$ cat config.mk
export PLATFORM = sky130hd
export DESIGN_NAME = pcgd_sqrt
export DESIGN_NICKNAME = d
export VERILOG_FILES = /design/src/design/pcgd_pkg.sv /design/src/design/pcgd_sqrt.sv
export SDC_FILE = /design/constraint.sdc
export NUM_CORES = 2
export LEC_CHECK = 0
export BUFFER_PORTS_ARGS = -buffer_cell sky130_fd_sc_hd__buf_2
export CORE_AREA = 5 5 598 600
export DETAILED_ROUTE_END_ITERATION = 16
export DIE_AREA = 0 0 603 605
export MAX_ROUTING_LAYER = met4
export PLACE_DENSITY = 0.47
export REMOVE_ABC_BUFFERS = 1
export SLEW_MARGIN = 20
export SYNTH_ARGS = -nofsm -noshare
export SYNTH_HDL_FRONTEND = slang
export SYNTH_MEMORY_MAX_BITS = 65536
export SYNTH_SLANG_ARGS = --single-unit
$ cat constraint.sdc
create_clock -name clk -period 5.3 [get_ports clk]
set_input_delay 0.53 -clock clk [delete_from_list [all_inputs] [get_ports clk]]
set_output_delay 0.53 -clock clk [all_outputs]
set_load 0.005 [all_outputs]
$ cat src/design/pcgd_pkg.sv
// Shared widths, reset value and register map of the pulley contact gap detector.
`default_nettype none
package pcgd_pkg;

	localparam int SQ_W      = 66;  // squared distance, Q34.32 magnitude
	localparam int RT_W      = 34;  // integer square root of SQ_W bits
	localparam int REM_W     = 35;  // root remainder, at most twice the root
	localparam int NUM_W     = 48;  // divider numerator, |offset| * 2^14 + d/2
	localparam int Q_W       = 15;  // unit component magnitude, up to 16384
	localparam int NORM_FRAC = 14;  // fraction bits of a Q2.14 component
	localparam int ADDR_W    = 5;

	typedef enum logic [2:0] {
		REG_CENTER_X  = 3'd0,
		REG_CENTER_Y  = 3'd1,
		REG_CENTER_Z  = 3'd2,
		REG_RADIUS    = 3'd3,
		REG_TOLERANCE = 3'd4,
		REG_TAG       = 3'd5,
		REG_FRICTION  = 3'd6,
		REG_NONE      = 3'd7
	} reg_idx_t;

	localparam logic [30:0] RADIUS_RESET = 31'd65536;

endpackage
`default_nettype wire

$ cat src/design/pcgd_sqrt.sv
// Pipelined integer square root, one root bit per stage, with a side tag.
`default_nettype none
module pcgd_sqrt
	import pcgd_pkg::*;
#(
	parameter int TAG_W = 1
) (
	input  wire logic               clk,
	input  wire logic               arst_n,
	input  wire logic               in_valid,
	input  wire logic [SQ_W-1:0]    in_sq,
	input  wire logic [TAG_W-1:0]   in_tag,
	output logic                    out_valid,
	output logic [RT_W-1:0]         out_root,
	output logic [TAG_W-1:0]        out_tag
);

	localparam int STEPS = SQ_W / 2;

	logic                 v_s    [0:STEPS];
	logic [SQ_W-1:0]      sq_s   [0:STEPS];
	logic [RT_W-1:0]      root_s [0:STEPS];
	logic [REM_W-1:0]     rem_s  [0:STEPS];
	logic [TAG_W-1:0]     tag_s  [0:STEPS];

	always_ff @(posedge clk or negedge arst_n) begin
		if (!arst_n) begin
			v_s[0] <= 1'b0;
		end else begin
			v_s[0] <= in_valid;
		end
	end

	always_ff @(posedge clk) begin
		sq_s[0]   <= in_sq;
		root_s[0] <= '0;
		rem_s[0]  <= '0;
		tag_s[0]  <= in_tag;
	end

	for (genvar i = 0; i < STEPS; i++) begin : g_step
		logic [REM_W+1:0] cur;
		logic [REM_W+1:0] trial;
		logic             take;

		// Bring down the next two bits and try a one in the next root place.
		assign cur   = {rem_s[i], sq_s[i][SQ_W-1 -: 2]};
		assign trial = {(REM_W+2-RT_W-2)'(0), root_s[i], 2'b01};
		assign take  = (cur >= trial);

		always_ff @(posedge clk or negedge arst_n) begin
			if (!arst_n) begin
				v_s[i+1] <= 1'b0;
			end else begin
				v_s[i+1] <= v_s[i];
			end
		end

		always_ff @(posedge clk) begin
			sq_s[i+1]   <= {sq_s[i][SQ_W-3:0], 2'b00};
			root_s[i+1] <= {root_s[i][RT_W-2:0], take};
			rem_s[i+1]  <= take ? REM_W'(cur - trial) : cur[REM_W-1:0];
			tag_s[i+1]  <= tag_s[i];
		end
	end

	assign out_valid = v_s[STEPS];
	assign out_root  = root_s[STEPS];
	assign out_tag   = tag_s[STEPS];

endmodule
`default_nettype wire

==> results_dict.tcl <==
set metrics [dict create \
    outcome "finished clean" \
    synthSimpleGateAreaFrac_pct 12.6 \
    floorplan.initialDensity_pct 28.9 \
    wl_per_cell_um 15.5 \
    rr_worst_depth 11 \
    num_rows 218 \
    ant_nets 0 \
    synth.avg_cell_area_um2 10.3 \
    grt_use_total_pct 12.8 \
    synth_top_area_cell "dfxtp_1" \
    fillers 35200 \
    postLayoutCellArea_um2 119000 \
    tightest_slew_ns 1.11 \
    first_global_vias 69300 \
    die-area_um2 365000 \
    critPathMaxStageDelay_ns 0.76 \
    clk_pin_slew_ns 0.06 \
    relSlewSlack_pct 25.3 \
    area_growth_pct 17.4 \
    r2r_setup_slack_ns 0.96 \
    grt-busiest-layer "met2" \
    synth.top_cell.area_share_pct 54.9 \
    via_per_inst 4.55 \
    vias 68500 \
    r2r_end "rem_s[31][4]" \
    cts-root-buf "clkbuf_16" \
    drc 0 \
    dpl.hpwl_um 177000 \
    die_w_um 603 \
    synth_top_family_by_area "simple AND/OR/NAND/NOR gates" \
    cts_buffer_depth 4 \
    core_area_um2 352000 \
    cts-buffers-inserted 312 \
    grt.overflow.total 0 \
    grt_start_max_net_pins 62 \
    synth-edff-count 0 \
    synthTopCellsByArea "dfxtp_1, ha_1, xor2_1" \
    fin_cells 15100 \
    hp-class "input port to async pin" \
    slew_viol_final 0 \
    syn_inst 9852 \
    power.density_nw_per_um2 483 \
    cts.sinks 2818 \
    p_leak_uw 0.0542 \
    first_pass_iters 6 \
    layout-drive-gt1-share_pct 8.13 \
    yosysUniqueCellTypes 94 \
    synth.most_common_cell "dfxtp_1" \
    ioPinCount 106 \
    syn-cell-area_um2 101000 \
    fin_crit_sh_pct 81.9 \
    grt_first_pass_wirelength_um 373000 \
    ys_async_sr_fraction_pct 1.21 \
    finalHoldViolCount 0 \
    grt_setup_unrepaired "false" \
    placedCellCount 14400 \
    fmax_ghz 0.230 \
    worstSetupStartpointType "flop" \
    gp_congestion 0.859 \
    slowest_stage "or4_2" \
    synth_xor_area_share_pct 7.74 \
    worstSetupEndpointType "flop" \
    crit_fanout 48 \
    nNetsFinal 10900 \
    clock_latency_ns 0.90 \
    use_met1_pct 15.0 \
    placed_area_um2 107000 \
    use_met2_pct 22.4 \
    cts_resized 0 \
    synth_compound_area_share_pct 12.0 \
    finalSetupViolations 0 \
    reg2reg_from "root_s[30][4]" \
    path_cells "inv_1, ha_1, a211oi_1, nor2_1, o311ai_0, a31oi_1, a21oi_1, o22ai_1, or4_2, buf_4, mux2_2" \
    synth_commonest_cells "dfxtp_1, inv_1, nand2_1" \
    period_needed_ns 4.34 \
    synthMuxAreaShare_pct 1.01 \
    synth_seq_area_share_pct 55.8 \
    ir_drop_mv 0.364 \
    tritoncts "yes" \
    cap_violations 0 \
    yosys_warnings 0 \
    ys_seq_elements 2818 \
    wirelength_um 233000 \
    path_class "flop to flop" \
    skew_ns 0.0598 \
    drtIter0Drc 3754 \
    required_ns 6.07 \
    synthFlopType "dfxtp_1" \
    die_h_um 605 \
    io_buffers 104 \
    antenna_found_initial 7 \
    cts_max_level 5 \
    met3_usage_pct 1.96 \
    synth_adder_area_share_pct 7.35 \
    crit_arrival_ns 5.11 \
]
[power by group]
group          internal (uW)  switching (uW)
registers              24500            2520
clock network          13700            8840
logic                   3570            4410
total                  41700           15800
[sequential cells by signal, summed over array words and instances (netlist names)]
register and count:
out_valid 1, v_s 33, root_s 561, rem_s 1067, tag_s 34, sq_s 1122
[how the worst max path moves through the flow]
| stage | cells past startpoint | slack [ns] | start | endpoint |
|---|---|---|---|---|
| after floorplan | 11 | -0.07 | root_s[29][3] | rem_s[30][32] |
| after global placement | 11 | 1.14 | root_s[30][4] | rem_s[31][7] |
| after detailed placement | 11 | 1.14 | root_s[30][4] | rem_s[31][4] |
| after CTS | 11 | 1.12 | root_s[30][4] | rem_s[31][4] |
| after global routing | 11 | 0.83 | root_s[30][4] | rem_s[31][4] |
| final | 11 | 0.96 | root_s[30][4] | rem_s[31][4] |
[stage by stage]
stage	hold slack, ns	total power [uW]	util, %	setup TNS, ns	worst slack [ns]
floorplan	0.234	32600	-	-0.184	-0.0723
global placement	0.310	35400	30.6	0	1.14
detailed placement	0.312	35500	30.6	0	1.14
CTS	0.163	58600	33.9	0	1.12
global route	0.196	60700	33.9	0	0.832
finish	0.240	57500	33.9	0	0.958
[cell usage in the layout, fill, tap and decap left out, types with 64 or more instances in the layout]
cell / instances
nor2b_1: 88
o21a_1: 111
clkbuf_16: 316
or4_1: 74
a21oi_1: 576
o21ai_0: 505
xnor2_1: 439
and3_1: 64
ha_1: 596
buf_2: 104
mux2_2: 78
nand3_1: 175
dfxtp_1: 2784
nand2_1: 667
nand4_1: 90
dlygate4sd3_1: 69
or3_1: 111
xor2_1: 458
nor3_1: 219
nor2_1: 586
inv_1: 758
nand2b_1: 123
a21o_1: 229
nor4_1: 128
[critical path: cells and delay by family (launching register included)]
family / cells / cell delay [ns]
mux: 1 / 0.36
simple gates: 2 / 0.85
compound gates: 5 / 1.89
fa+ha+maj: 1 / 0.33
flops: 1 / 0.33
buf+inv: 2 / 0.39
[repair_timing]
| action | CTS | global route |
|---|---|---|
| endpoints found under the hold margin | 102 | 0 |
| hold buffers | 69 | 0 |
| setup buffers | 0 | 0 |
[cell families (layout without fill, tap and decap cells)]
| family | count (synthesis) | after routing |
|---|---|---|
| and+or+nand+nor | 2553 | 2553 |
| DFF | 2818 | 2818 |
| adders and majority gates | 596 | 596 |
| AOI/OAI and AO/OA | 1946 | 1946 |
| other | 1 | 5 |
| xor gates and xnor gates | 897 | 897 |
| muxes | 93 | 93 |
| buffers and inverters | 948 | 1533 |
[per-layer routing]
layer	up-vias	part of all wire, %
li1	34400	-
met1	32300	43
met2	1292	49
met3	469	4.4
met4	0	3.3
met5	-	0
[layout make-up]
type,count,area (um^2),area share (%)
Tap cell,4620,5780,4.85
Antenna cell,3,7.51,0.00630
Clock inverter,140,2040,1.71
Timing Repair Buffer,211,1500,1.26
Multi-Input combinational cell,6087,41400,34.8
Inverter,760,2850,2.40
Sequential cell,2818,56600,47.5
Clock buffer,422,8870,7.45
Note: power is estimated with default switching activity, not from simulation.
